<file path="config.mk">
export PLATFORM = sky130hd
export DESIGN_NAME = ipv4_header_builder_flat
export DESIGN_NICKNAME = d
export VERILOG_FILES = /design/src/design/ihb_pkg.sv /design/src/design/ihb_stream_if.sv /design/src/design/ihb_csum.sv /design/src/design/ipv4_header_builder.sv /design/src/flat_wrapper.sv
export SDC_FILE = /design/constraint.sdc
export NUM_CORES = 1
export LEC_CHECK = 0
export BUFFER_PORTS_ARGS = -buffer_cell sky130_fd_sc_hd__buf_2
export CAP_MARGIN = 40
export CORE_MARGIN = 5
export CORE_UTILIZATION = 53
export DETAILED_ROUTE_END_ITERATION = 6
export PLACE_DENSITY = 0.75
export SLEW_MARGIN = 20
export SYNTH_ARGS = -nofsm -noshare
export SYNTH_HDL_FRONTEND = slang
export SYNTH_HIERARCHICAL = 1
export SYNTH_SLANG_ARGS = --single-unit
</file>
<file path="constraint.sdc">
create_clock -name clk_i -period 8.1 [get_ports clk_i]
set_input_delay 0.405 -clock clk_i [delete_from_list [all_inputs] [get_ports clk_i]]
set_output_delay 0.405 -clock clk_i [all_outputs]
set_load 0.02 [all_outputs]
</file>
<file path="src/design/ihb_pkg.sv">
// Shared types and constants for the IPv4 header builder.
package ihb_pkg;

  localparam int unsigned AddrW  = 32;
  localparam int unsigned LenW   = 16;
  localparam int unsigned WordW  = 16;
  localparam int unsigned ProtoW = 8;
  localparam int unsigned CfgIdxW = 2;

  localparam logic [LenW-1:0]  HdrBytes   = 16'd20;
  localparam logic [LenW-1:0]  MaxPayload = 16'd65515;
  localparam logic [LenW-1:0]  MaxTotal   = 16'hffff;
  localparam logic [WordW-1:0] VerIhlDsf  = 16'h4500;
  localparam logic [WordW-1:0] FlagsDf    = 16'h4000;
  localparam logic [7:0]       TtlDefault = 8'd64;
  localparam logic [AddrW-1:0] AddrBcast  = 32'hffff_ffff;
  localparam logic [AddrW-1:0] McastMask  = 32'hf000_0000;
  localparam logic [AddrW-1:0] McastNet   = 32'he000_0000;

  typedef enum logic [CfgIdxW-1:0] {
    CFG_LOCAL_ADDR = 2'd0,
    CFG_SUBNET     = 2'd1,
    CFG_GATEWAY    = 2'd2
  } cfg_idx_e;

  typedef struct packed {
    logic [AddrW-1:0]  dest_address;
    logic [ProtoW-1:0] protocol_number;
    logic [LenW-1:0]   payload_length;
  } req_t;

  typedef struct packed {
    logic [LenW-1:0]  total_length;
    logic [WordW-1:0] identification;
    logic [WordW-1:0] header_checksum;
    logic [AddrW-1:0] next_hop;
    logic             via_gateway;
  } hdr_t;

  // Variable header words that feed the checksum.
  typedef struct packed {
    logic [LenW-1:0]   total_length;
    logic [WordW-1:0]  identification;
    logic [ProtoW-1:0] protocol_number;
    logic [AddrW-1:0]  src_address;
    logic [AddrW-1:0]  dst_address;
  } csum_in_t;

endpackage

</file>
<file path="src/design/ihb_stream_if.sv">
// Valid/ready channels for requests and finished headers.
interface ihb_req_if import ihb_pkg::*; ();
  logic valid;
  logic ready;
  req_t data;

  modport source (output valid, output data, input ready);
  modport sink   (input valid, input data, output ready);
endinterface

interface ihb_hdr_if import ihb_pkg::*; ();
  logic valid;
  logic ready;
  hdr_t data;

  modport source (output valid, output data, input ready);
  modport sink   (input valid, input data, output ready);
endinterface

</file>
<file path="src/design/ihb_csum.sv">
// Ones-complement header checksum over the ten IPv4 header words.
module ihb_csum import ihb_pkg::*; (
  input  csum_in_t         fields_i,
  output logic [WordW-1:0] checksum_o
);

  localparam int unsigned SumW = WordW + 4;

  logic [SumW-1:0]  sum_raw;
  logic [WordW:0]   fold1;
  logic [WordW-1:0] fold2;

  always_comb begin
    sum_raw = SumW'(VerIhlDsf) + SumW'(FlagsDf)
            + SumW'(fields_i.total_length)
            + SumW'(fields_i.identification)
            + SumW'({TtlDefault, fields_i.protocol_number})
            + SumW'(fields_i.src_address[AddrW-1:WordW])
            + SumW'(fields_i.src_address[WordW-1:0])
            + SumW'(fields_i.dst_address[AddrW-1:WordW])
            + SumW'(fields_i.dst_address[WordW-1:0]);
    // End-around carry; two folds are enough for a 20-bit sum.
    fold1 = (WordW+1)'(sum_raw[WordW-1:0]) + (WordW+1)'(sum_raw[SumW-1:WordW]);
    fold2 = fold1[WordW-1:0] + WordW'(fold1[WordW]);
    checksum_o = ~fold2;
  end

endmodule

</file>
<file path="src/design/ipv4_header_builder.sv">
// IPv4 header builder: header fields, checksum and next-hop selection.
//
// Requests arrive on req_i (destination, protocol, payload length); one
// header result per request leaves on hdr_o. Both are valid/ready channels,
// a transaction completes when valid and ready are high at a clock edge.
// The config port writes local address, subnet mask and gateway by index
// (cfg_we_i, cfg_idx_i, cfg_wdata_i); indexes above the list are dropped.
// Write config only while no request is in flight.
//
// Two register stages: a request register and a result register, with the
// checksum adder tree and subnet compare between them. A taken request is held
// in the request register, then moved into the result register, which raises
// hdr_o.valid; one request is taken per cycle when hdr_o is not
// stalled. When hdr_o stalls, the request register still fills, so one
// further request is taken before req_i.ready drops.
//
// Reset clears the id counter, the config registers and both valid flags.
// The identification field counts up by one per request, wrapping at 16 bits.
module ipv4_header_builder import ihb_pkg::*; (
  input  logic               clk_i,
  input  logic               rst_ni,
  input  logic               cfg_we_i,
  input  logic [CfgIdxW-1:0] cfg_idx_i,
  input  logic [AddrW-1:0]   cfg_wdata_i,
  ihb_req_if.sink            req_i,
  ihb_hdr_if.source          hdr_o
);

  logic [AddrW-1:0] local_q, mask_q, gw_q;
  logic [WordW-1:0] id_q;
  logic             s1_vld_q, out_vld_q;
  req_t             s1_q;
  hdr_t             out_q, out_d;
  logic             s1_adv;
  csum_in_t         csum_in;
  logic [WordW-1:0] csum;
  logic [LenW-1:0]  total;
  logic             off_net;

  // Config registers
  always_ff @(posedge clk_i or negedge rst_ni) begin
    if (!rst_ni) begin
      local_q <= '0;
      mask_q  <= '0;
      gw_q    <= '0;
    end else if (cfg_we_i) begin
      case (cfg_idx_i)
        CFG_LOCAL_ADDR: local_q <= cfg_wdata_i;
        CFG_SUBNET:     mask_q  <= cfg_wdata_i;
        CFG_GATEWAY:    gw_q    <= cfg_wdata_i;
        default: ;
      endcase
    end
  end

  assign s1_adv      = !out_vld_q || hdr_o.ready;
  assign req_i.ready = !s1_vld_q || s1_adv;

  always_ff @(posedge clk_i or negedge rst_ni) begin
    if (!rst_ni) begin
      s1_vld_q <= 1'b0;
    end else if (req_i.ready) begin
      s1_vld_q <= req_i.valid;
    end
  end

  always_ff @(posedge clk_i) begin
    if (req_i.valid && req_i.ready) begin
      s1_q <= req_i.data;
    end
  end

  // Header fields for the request in stage one
  always_comb begin
    total = (s1_q.payload_length > MaxPayload) ? MaxTotal
                                               : s1_q.payload_length + HdrBytes;
    off_net = (mask_q != '0) && (s1_q.dest_address != AddrBcast)
           && ((s1_q.dest_address & McastMask) != McastNet)
           && ((local_q & mask_q) != (s1_q.dest_address & mask_q));

    csum_in.total_length    = total;
    csum_in.identification  = id_q;
    csum_in.protocol_number = s1_q.protocol_number;
    csum_in.src_address     = local_q;
    csum_in.dst_address     = s1_q.dest_address;

    out_d.total_length    = total;
    out_d.identification  = id_q;
    out_d.header_checksum = csum;
    out_d.next_hop        = off_net ? gw_q : s1_q.dest_address;
    out_d.via_gateway     = off_net;
  end

  ihb_csum u_csum (
    .fields_i   (csum_in),
    .checksum_o (csum)
  );

  always_ff @(posedge clk_i or negedge rst_ni) begin
    if (!rst_ni) begin
      out_vld_q <= 1'b0;
      id_q      <= '0;
    end else if (s1_adv) begin
      out_vld_q <= s1_vld_q;
      if (s1_vld_q) begin
        id_q <= id_q + WordW'(1);
      end
    end
  end

  always_ff @(posedge clk_i) begin
    if (s1_adv && s1_vld_q) begin
      out_q <= out_d;
    end
  end

  assign hdr_o.valid = out_vld_q;
  assign hdr_o.data  = out_q;

  // Each header leaving stage one consumes exactly one identification.
  a_id_step: assert property (@(posedge clk_i) disable iff (!rst_ni)
    s1_vld_q && s1_adv |=> id_q == $past(id_q) + WordW'(1))
    else $error("id counter did not step once per header");

  a_id_hold: assert property (@(posedge clk_i) disable iff (!rst_ni)
    !(s1_vld_q && s1_adv) |=> id_q == $past(id_q))
    else $error("id counter moved without a header");

  a_gw_hop: assert property (@(posedge clk_i) disable iff (!rst_ni)
    out_vld_q && out_q.via_gateway |-> out_q.next_hop == gw_q)
    else $error("gateway route without gateway next hop");

  a_full_stall: assert property (@(posedge clk_i) disable iff (!rst_ni)
    s1_vld_q && out_vld_q && !hdr_o.ready |-> !req_i.ready)
    else $error("request taken while both stages are full and stalled");

  a_min_len: assert property (@(posedge clk_i) disable iff (!rst_ni)
    out_vld_q |-> out_q.total_length >= HdrBytes)
    else $error("total length below header size");

endmodule
</file>
<file path="src/flat_wrapper.sv">
// flat-port wrapper written by rule: the top's interface ports become plain ports
module ipv4_header_builder_flat import ihb_pkg::*;
  (clk_i, rst_ni, cfg_we_i, cfg_idx_i, cfg_wdata_i, req_i_valid, req_i_data, req_i_ready, hdr_o_valid, hdr_o_data, hdr_o_ready);
  ihb_req_if req_i_i ();
  ihb_hdr_if hdr_o_i ();
  input  logic clk_i;
  input  logic rst_ni;
  input  logic cfg_we_i;
  input  logic [CfgIdxW-1:0] cfg_idx_i;
  input  logic [AddrW-1:0] cfg_wdata_i;
  input wire logic [$bits(req_i_i.valid)-1:0] req_i_valid;
  input wire logic [$bits(req_i_i.data)-1:0] req_i_data;
  output wire logic [$bits(req_i_i.ready)-1:0] req_i_ready;
  output wire logic [$bits(hdr_o_i.valid)-1:0] hdr_o_valid;
  output wire logic [$bits(hdr_o_i.data)-1:0] hdr_o_data;
  input wire logic [$bits(hdr_o_i.ready)-1:0] hdr_o_ready;
  assign req_i_i.valid = req_i_valid;
  assign req_i_i.data = req_i_data;
  assign req_i_ready = req_i_i.ready;
  assign hdr_o_valid = hdr_o_i.valid;
  assign hdr_o_data = hdr_o_i.data;
  assign hdr_o_i.ready = hdr_o_ready;
  ipv4_header_builder u_core (.clk_i(clk_i), .rst_ni(rst_ni), .cfg_we_i(cfg_we_i), .cfg_idx_i(cfg_idx_i), .cfg_wdata_i(cfg_wdata_i), .req_i(req_i_i), .hdr_o(hdr_o_i));
endmodule
</file>
# Yosys cells after proc, flatten, opt, wreduce, memory -nomap -nowiden
# Cells that the tools add are included.
[totals] input_bits=95 memories=0 latch_bits=0 out_inout_bits=83 rom_bits=0 elab_cells=51 ramBits=0 register_bits=251
[op_classes] add_sub_neg=11 div_mod_pow=0 n_eq_ne=5 multipliers=0 n_lt_le_gt_ge=1 reduce_logical=15 n_shift=0 muxes=2 bitwise=3
[ops] op="$add 20x16->20" count=5
[ops] op="$and 32x32->32" count=2
[ops] op="$mux 32" count=1
[ops] op="$ne 32x32->1" count=1
[ops] op="$ne 32x32->1 const B" count=1
[ops] op="$reduce_bool 32->1" count=1
[ops] op="$add 20x15->20" count=1
[ops] op="$add 16x16->17 const A" count=1
[ops] op="$add 16x4->17" count=1
[ops] op="$add 16x1->16" count=1
[ops] op="$add 16x1->16 const B" count=1
[ops] op="$add 16x5->16 const B" count=1
[ops] op="$gt 16x16->1 const B" count=1
[ops] op="$mux 16" count=1
[ops] op="$not 16->16" count=1
[ops] op="$reduce_and 2->1" count=4
[ops] op="$logic_and 1x1->1" count=5
[ops] op="$ne 4x4->1 const B" count=1
[ops] op="$eq 2x1->1 const B" count=1
[ops] op="$eq 2x2->1 const B" count=1
[ops] op="$logic_not 1->1" count=2
[ops] op="$logic_not 2->1" count=1
[ops] op="$logic_or 1x1->1" count=2

# Longest topological paths before layout
# Gate-level depths: netlist (run 1).
[logic_depth] ltp_word=12 mapped_depth=44

# Hierarchy
# The synthesis (run 1) kept the hierarchy.
[modules_own_cells] mod="ipv4_header_builder" area_per_inst_um2=9708.1 seq_area_each_um2=6966.7 n_inst=1 cells_per_inst=573
[modules_own_cells] mod="ihb_csum" area_per_inst_um2=3837.4 seq_area_each_um2=0.0 n_inst=1 cells_per_inst=437

# Worst setup path after synthesis (run 1)
# OpenSTA, ideal clock, no wires.
[synth_path] path_type="flip-flop to flip-flop" startpoint="register u_core/s1_q[2] (netlist bit)" endpoint="register u_core.out_q, in the netlist u_core/hdr_o.data[48] (data pin)" slack_ns=0.108 path_buffers=3 stages_incl_launch_ff=40 t_required_ns=7.845 arrival_time_ns=7.737 setup_ns=0.255 period_less_slack_ns=7.992 path_cell_list="edfxtp_1 > ha_1 > o21bai_1 > nor2_1 > nand2_1 > clkbuf_1 > nand2_1 > inv_1 > fa_1 > inv_1 > fa_1 > fa_1 > ha_1 > ha_1 > buf_6 > a21o_4 > o21bai_2 > a311o_1 > (+4 left out) > inv_1 > fa_1 > nor2b_1 > o21bai_1 > nand3b_1 > nor2_1 > nand3_1 > nor3_1 > ha_1 > nor2b_1 > nand2_1 > nor2_1 > nand3_1 > inv_1 > and3b_1 > buf_6 > nand4_1 > and3_1"
[synth_rtl] item="start: declaration" line="ipv4_header_builder.sv:32" text="req_t s1_q;"
[synth_rtl] item="start signal: assignment" line="ipv4_header_builder.sv:69" text="s1_q <= req_i.data;"
[synth_rtl] item="end signal: assignment" line="ipv4_header_builder.sv:113" text="out_q <= out_d;"
[synth_rtl] item="end: declaration" line="ipv4_header_builder.sv:33" text="hdr_t out_q, out_d;"

==> reports/summary.txt, run 1 <==
Slowest cell on crit path = fa_1
R2r setup slk = 0.27 ns
Largest net degree at the start of global routing = 60
Core Area = 25200 um2
Min-Delay Path Class = primary input to register
Fillers = 1845
WL met1 = 13200 um
Initial DRC Count = 689
P&R area growth vs syn = 20.6%
Top Ports = 178
Vias = 8794
First drt pass iteration count = 5
Antenna Violating Nets Remaining = 0
Asr flop ratio synth = 45.4%
Antenna violations before repair = 1
Vias in the first global route = 9231
Insertion delay to the later sink of the worst-skew pair = 0.55 ns
Syn. warnings = 6
Routability cong. = 0.937
Placed cell area = 15000 um2
DIE AREA = 28900 um2
Routed WL = 32700 um
FMAX = 128 MHz
Chip height = 170 um
Die Width = 170 um
Crit end category = register
Longest Clk Path Bufs = 3
Footprint of the multi-input gates = 6090 um2
Worst endpoint required time = 8.40 ns
Post-Synthesis Cells = 1010
Routed length per instance = 20.4 um
DR WL met3 = 1860 um
Pins over their slew limit = 0
Most common cell on crit path = inv_1
Netlist cell types = 77
EDFF count, synth = 137
Share of cells above drive strength 1 = 37.3%
Final Hold Viols = 0
Syn_area_per_cell = 13.4 um2
Commonest register cell after synthesis = edfxtp_1
Post-DP HPWL = 24500 um
Met2 routed WL = 16200 um
CTS clk-pin slew, worst paths = 0.06 ns
CTS H-Tree Depth = 1
#FFs+latches synth = 251
Highest routing layer actually used = met5
Worst EP arrival = 8.13 ns
Row cnt = 58
Max-slew headroom = 47.0%
Total gr overflow = 0
Count of port buffers added during placement = 177
CP max stage delay = 0.54 ns
Critical path startpoint category = register
Synth area leader = edfxtp_1
Register area = 6970 um2
Share of the synthesized area in the top cell type = 30.4%
Worst Clk Skew = 0.0125 ns
Initial Util = 53.8%
Post-Syn Area = 13500 um2
CTS tree = yes
Crit Path Class = register to register
Mapped Nets = 1213
Crit Path Max Fanout = 6
Global Route Usage Sum = 22.6%
MaxCap Viol Count = 0
Status = complete, no violations
First-pass GRT wire length = 51000 um
Vias/cell = 5.49
Synth top area cells = edfxtp_1 30%, dfrtp_1 21%, mux2_2 11%
Final setup fails = 0
Clk sinks = 251
Final worst path period share = 96.7%
Root buffer selected by CTS = clkbuf_16
Seq/Total Area, Yosys = 51.4%
Final #Nets = 1453
CTS Buf Count = 27
Worst-margin pin slew = 0.795 ns
Final critical-path required period = 7.83 ns
# DRC = 0
Design area = 16300 um2
[cells by family (layout without fill, tap and decap cells)]
kind of cell / after synthesis / count (layout) / share of synthesized area (%)
compound gates: 84 / 84 / 5.15
xor+xnor: 90 / 90 / 6.04
fa+ha+maj: 108 / 108 / 13.9
buf+inv: 182 / 443 / 5.44
flops: 251 / 251 / 51.4
mux: 133 / 133 / 11.1
other cells: 0 / 1 / 0
simple gates: 162 / 162 / 6.96
[synth_stat cells, types with 3 or more instances]
library cell	number
buf_6	6
a22oi_1	16
clkbuf_1	8
nand4_1	20
inv_1	163
edfxtp_1	137
nor4_1	11
nand3_1	18
fa_1	71
mux2_2	131
xnor2_2	3
o21ai_1	3
o211ai_1	3
nand3b_1	6
nor3_1	9
nand2_1	32
nand2b_1	5
nor2b_1	6
a21o_1	4
o21bai_1	4
o21ai_0	9
xor2_1	48
a21oi_1	10
ha_1	37
nor2_1	25
xnor2_1	38
o22ai_1	4
and3_1	6
dfrtp_1	114
[path summary, 6_finish.rpt]
| check | to | cells past startpoint | from |
|---|---|---|---|
| max reg2reg | u_core/hdr_o.data[48] | 40 | u_core/s1_q[2] |
| max | u_core/hdr_o.data[48] | 40 | u_core/s1_q[2] |
| min in group asynchronous | u_core/gw_q[8] | 3 | rst_ni |
| min reg2reg | u_core/gw_q[16] | 1 | u_core/gw_q[16] |
| max in group asynchronous | u_core/local_q[15] | 4 | rst_ni |
| min | u_core/csum_in[8] | 1 | req_i_data[32] |
[routing by layer]
metal  track usage (%)  vias up
met5                 0        -
met4              8.26        2
met3              3.48       83
met1              29.5     4438
li1                  -     3970
met2              38.4      301
[critical path, delay by kind of cell (launching register included)]
family / cells / cell delay (ns)
compound gates: 6 / 1.09
fa+ha+maj: 9 / 2.92
xor+xnor: 1 / 0.19
buf+inv: 6 / 0.47
simple gates: 18 / 2.48
flops: 1 / 0.44
[cells in the final DEF, fill, tap and decap left out, types with 7 or more instances in the layout]
cell and instances:
ha_1 25, clkbuf_16 27, xor2_1 48, o21ai_0 7, edfxtp_1 137, nand4_1 20
nor4_1 11, fa_1 70, nor2_1 18, a22oi_1 16, xnor2_1 38, buf_2 176
nor3_1 8, buf_4 50, dfrtp_1 114, mux2_2 131, nand2_1 28, inv_1 163
ha_4 9, nand3_1 17
[cell type report]
cell class	instances	area share [%]
Tap cell	330	2.53
Antenna cell	1	0.0153
Clock inverter	15	1.19
Multi-Input combinational cell	577	37.3
Clock buffer	35	4.44
Sequential cell	251	42.7
Timing Repair Buffer	230	8.11
Inverter	163	3.75
[state kept, by name, summed over array words and instances (netlist names)]
| name | flops |
|---|---|
| u_core/csum_in | 40 |
| u_core/gw_q | 32 |
| u_core/hdr_o.data | 81 |
| u_core/hdr_o.valid | 1 |
| u_core/id_q | 16 |
| u_core/local_q | 32 |
| u_core/mask_q | 32 |
| u_core/s1_q | 16 |
| u_core/s1_vld_q | 1 |
[metrics by stage]
stage | setup slack, ns | TNS (ns) | instances | hold WS [ns] | util [%]
floorplan | 0.108 | 0 | 1010 | 0.109 | -
global placement | 0.167 | 0 | 1534 | 0.481 | 59.6
detailed placement | -0.178 | -0.593 | 1534 | 0.488 | 59.6
CTS | 0.0224 | 0 | 1587 | 0.00539 | 63.5
global route | -0.135 | -0.508 | 1601 | 0.00881 | 64.9
finish | 0.270 | 0 | 1602 | 0.0263 | 64.9
[repair_timing]
action / in CTS / in global routing
pin swaps: 3 / 25
buffers inserted: 2 / 12
hold buffers: 1 / 0
endpoints found under the setup margin: 5 / 10
hold endpoints to repair: 56 / 0
resized for setup: 7 / 40
Power of run 1 is left out: the tool's default activity adds up to more than one toggle a clock period on the data nets, which glitch-free logic cannot reach.
==> run 2: changes to the inputs <==
--- a/config.mk
+++ b/config.mk
@@ -8,9 +8,10 @@
 export BUFFER_PORTS_ARGS = -buffer_cell sky130_fd_sc_hd__buf_2
 export CAP_MARGIN = 40
 export CORE_MARGIN = 5
-export CORE_UTILIZATION = 53
+export CORE_UTILIZATION = 54
+export CTS_BUF_LIST = sky130_fd_sc_hd__clkbuf_2 sky130_fd_sc_hd__clkbuf_4 sky130_fd_sc_hd__clkbuf_8
 export DETAILED_ROUTE_END_ITERATION = 6
-export PLACE_DENSITY = 0.75
+export PLACE_DENSITY = 0.76
 export SLEW_MARGIN = 20
 export SYNTH_ARGS = -nofsm -noshare
 export SYNTH_HDL_FRONTEND = slang
==> reports/summary.txt, run 2 (synthesis gave the netlist of run 1 again) <==
Status = complete, no violations (unchanged)
Pins over their slew limit = 0 (unchanged)
Placed cell area = 15000 um2 (about the same)
Antenna violations before repair = 2 (was 1)
First drt pass iteration count = 5 (unchanged)
Max-slew headroom = 46.6% (was 47.0%)
MaxCap Viol Count = 0 (unchanged)
Crit end category = register (unchanged)
Top Ports = 178 (unchanged)
Global Route Usage Sum = 23.2% (was 22.6%)
Longest Clk Path Bufs = 3 (unchanged)
Worst Clk Skew = 0.0227 ns (was 0.0125 ns)
Post-DP HPWL = 24600 um (was 24500 um)
Most common cell after layout, fill and taps aside = buf_2 (unchanged)
Max reg flops = 81 (unchanged)
Antenna diode count = 0 (was 1)
Vias = 9011 (was 8794)
Footprint of the multi-input gates = 6010 um2 (was 6090 um2)
Register area = 6970 um2 (unchanged)
Post-route insts no fill = 1650 (was 1602)
Min-Delay Path Class = primary input to register (unchanged)
Routability cong. = 0.948 (was 0.937)
Buf/Inv on CP = 7 (was 6)
Kind of cell adding the most delay to the critical path = adder cells (unchanged)
Crit Path Max Fanout = 8 (was 6)
Crit Path Class = register to register (unchanged)
Die Width = 168 um (was 170 um)
Final Hold Slack = 0.0306 ns (was 0.0263 ns)
Final #Nets = 1489 (was 1453)
Vias/cell = 5.46 (was 5.49)
Final worst path period share = 97.8% (was 96.7%)
Initial Util = 54.3% (was 53.8%)
DIE AREA = 28400 um2 (was 28900 um2)
Clk sinks = 251 (unchanged)
Worst EP arrival = 8.21 ns (was 8.13 ns)
Root buffer selected by CTS = clkbuf_8 (was clkbuf_16)
Count of port buffers added during placement = 177 (unchanged)
Routed WL = 33300 um (was 32700 um)
Most common cell on crit path = inv_1 (unchanged)
Routed length per instance = 20.2 um (was 20.4 um)
Total gr overflow = 0 (unchanged)
# DRC = 0 (unchanged)
FMAX = 126 MHz (was 128 MHz)
Insertion delay to the later sink of the worst-skew pair = 0.55 ns (about the same)
Largest net degree at the start of global routing = 65 (was 60)
Share of cells above drive strength 1 = 38.3% (was 37.3%)
Final critical-path required period = 7.92 ns (was 7.83 ns)
Vias in the first global route = 9429 (was 9231)
CP max stage delay = 0.53 ns (was 0.54 ns)
CTS tree = yes (unchanged)
Design area = 16500 um2 (was 16300 um2)
CTS H-Tree Depth = 2 (was 1)
Row cnt = 58 (unchanged)
Chip height = 168 um (was 170 um)
Commonest cells after routing, fill and taps aside = 176 x buf_2, 161 x inv_1, 137 x edfxtp_1, 131 x mux2_2, 114 x dfrtp_1 (was 176 x buf_2, 163 x inv_1, 137 x edfxtp_1, 131 x mux2_2, 114 x dfrtp_1)
CTS Buf Count = 42 (was 27)
Final setup fails = 0 (unchanged)
First-pass GRT wire length = 51400 um (was 51000 um)
Worst-margin pin slew = 0.800 ns (was 0.795 ns)
Initial DRC Count = 740 (was 689)
Slowest cell on crit path = fa_1 (unchanged)
Fillers = 1807 (was 1845)
P&R area growth vs syn = 21.5% (was 20.6%)
Antenna Violating Nets Remaining = 0 (unchanged)
Placed cell count = 1532 (was 1534)
Worst endpoint required time = 8.39 ns (was 8.40 ns)
Critical path startpoint category = register (unchanged)
Core Area = 25000 um2 (was 25200 um2)
Final Hold Viols = 0 (unchanged)
CTS clk-pin slew, worst paths = 0.06 ns (about the same)
run 2: changes by cell type in the layout (fill, tap and decap cells not counted), moves of 3 or more:
cell and change:
buf_4 +3, clkbuf_1 -6, clkbuf_16 -27, clkbuf_4 +16, clkbuf_8 +44, clkinv_1 +3, clkinv_2 +4, dlygate4sd3_1 +17
ha_1 +5, ha_4 -7, nand3_2 +3
run 2: metal layers:
metal	wire length [um]	vias to the layer above	track usage, %
met5	14	-	0
met1	13200	4498	29.7
met4	1380	4	9.17
met2	16500	358	39.0
li1	-	4059	-
met3	2150	92	5.00
run 2: path summary, 6_finish.rpt:
check	start	to	slack, ns	cells after the start
setup / recovery	u_core/s1_q[2]	u_core/hdr_o.data[48]	0.18	37
hold / removal	req_i_data[14]	u_core/s1_q[14]	0.03	1
setup reg to reg	u_core/s1_q[2]	u_core/hdr_o.data[48]	0.18	37
hold reg to reg	u_core/gw_q[15]	u_core/gw_q[15]	0.50	1
max in group asynchronous	rst_ni	u_core/local_q[7]	6.81	5
min in group asynchronous	rst_ni	u_core/gw_q[7]	0.39	3
run 2: stage by stage:
stage,worst slack [ns],TNS (ns),utilization [%]
6_report,0.181,0,65.9
5_1_grt,-0.106,-0.273,65.9
4_1_cts,0.00536,0,64.6
3_5_place_dp,-0.239,-0.830,60.1
3_3_place_gp,0.171,0,60.1
2_1_floorplan,0.108,0,-
run 2: area by class of cell:
| cell class | instances | share of cell area (%) |
|---|---|---|
| Timing Repair Buffer | 251 | 9.35 |
| Sequential cell | 251 | 42.3 |
| Clock inverter | 16 | 0.981 |
| Inverter | 163 | 3.72 |
| Tap cell | 330 | 2.51 |
| Clock buffer | 62 | 4.58 |
| Multi-Input combinational cell | 577 | 36.5 |
run 2: repair_timing:
| item | 4_1_cts | 5_1_grt |
|---|---|---|
| gates resized for setup | 5 | 36 |
| pin swaps | 3 | 25 |
| buffers inserted | 4 | 15 |
| setup endpoints to repair | 5 | 10 |
| hold endpoints to repair | 71 | 1 |
| hold buffers | 17 | 1 |
| cloned | 0 | 0 |
run 2: worst reg2reg max path: cells and delay by family (launching register included):
kind | cells | cell delay, ns
AOI/OAI and AO/OA | 8 | 1.38
xor gates and xnor gates | 1 | 0.22
adders and majority gates | 8 | 3.05
buffers and inverters | 7 | 0.64
DFF | 1 | 0.45
and+or+nand+nor | 13 | 1.94
Power of run 2 is left out for the same reason.
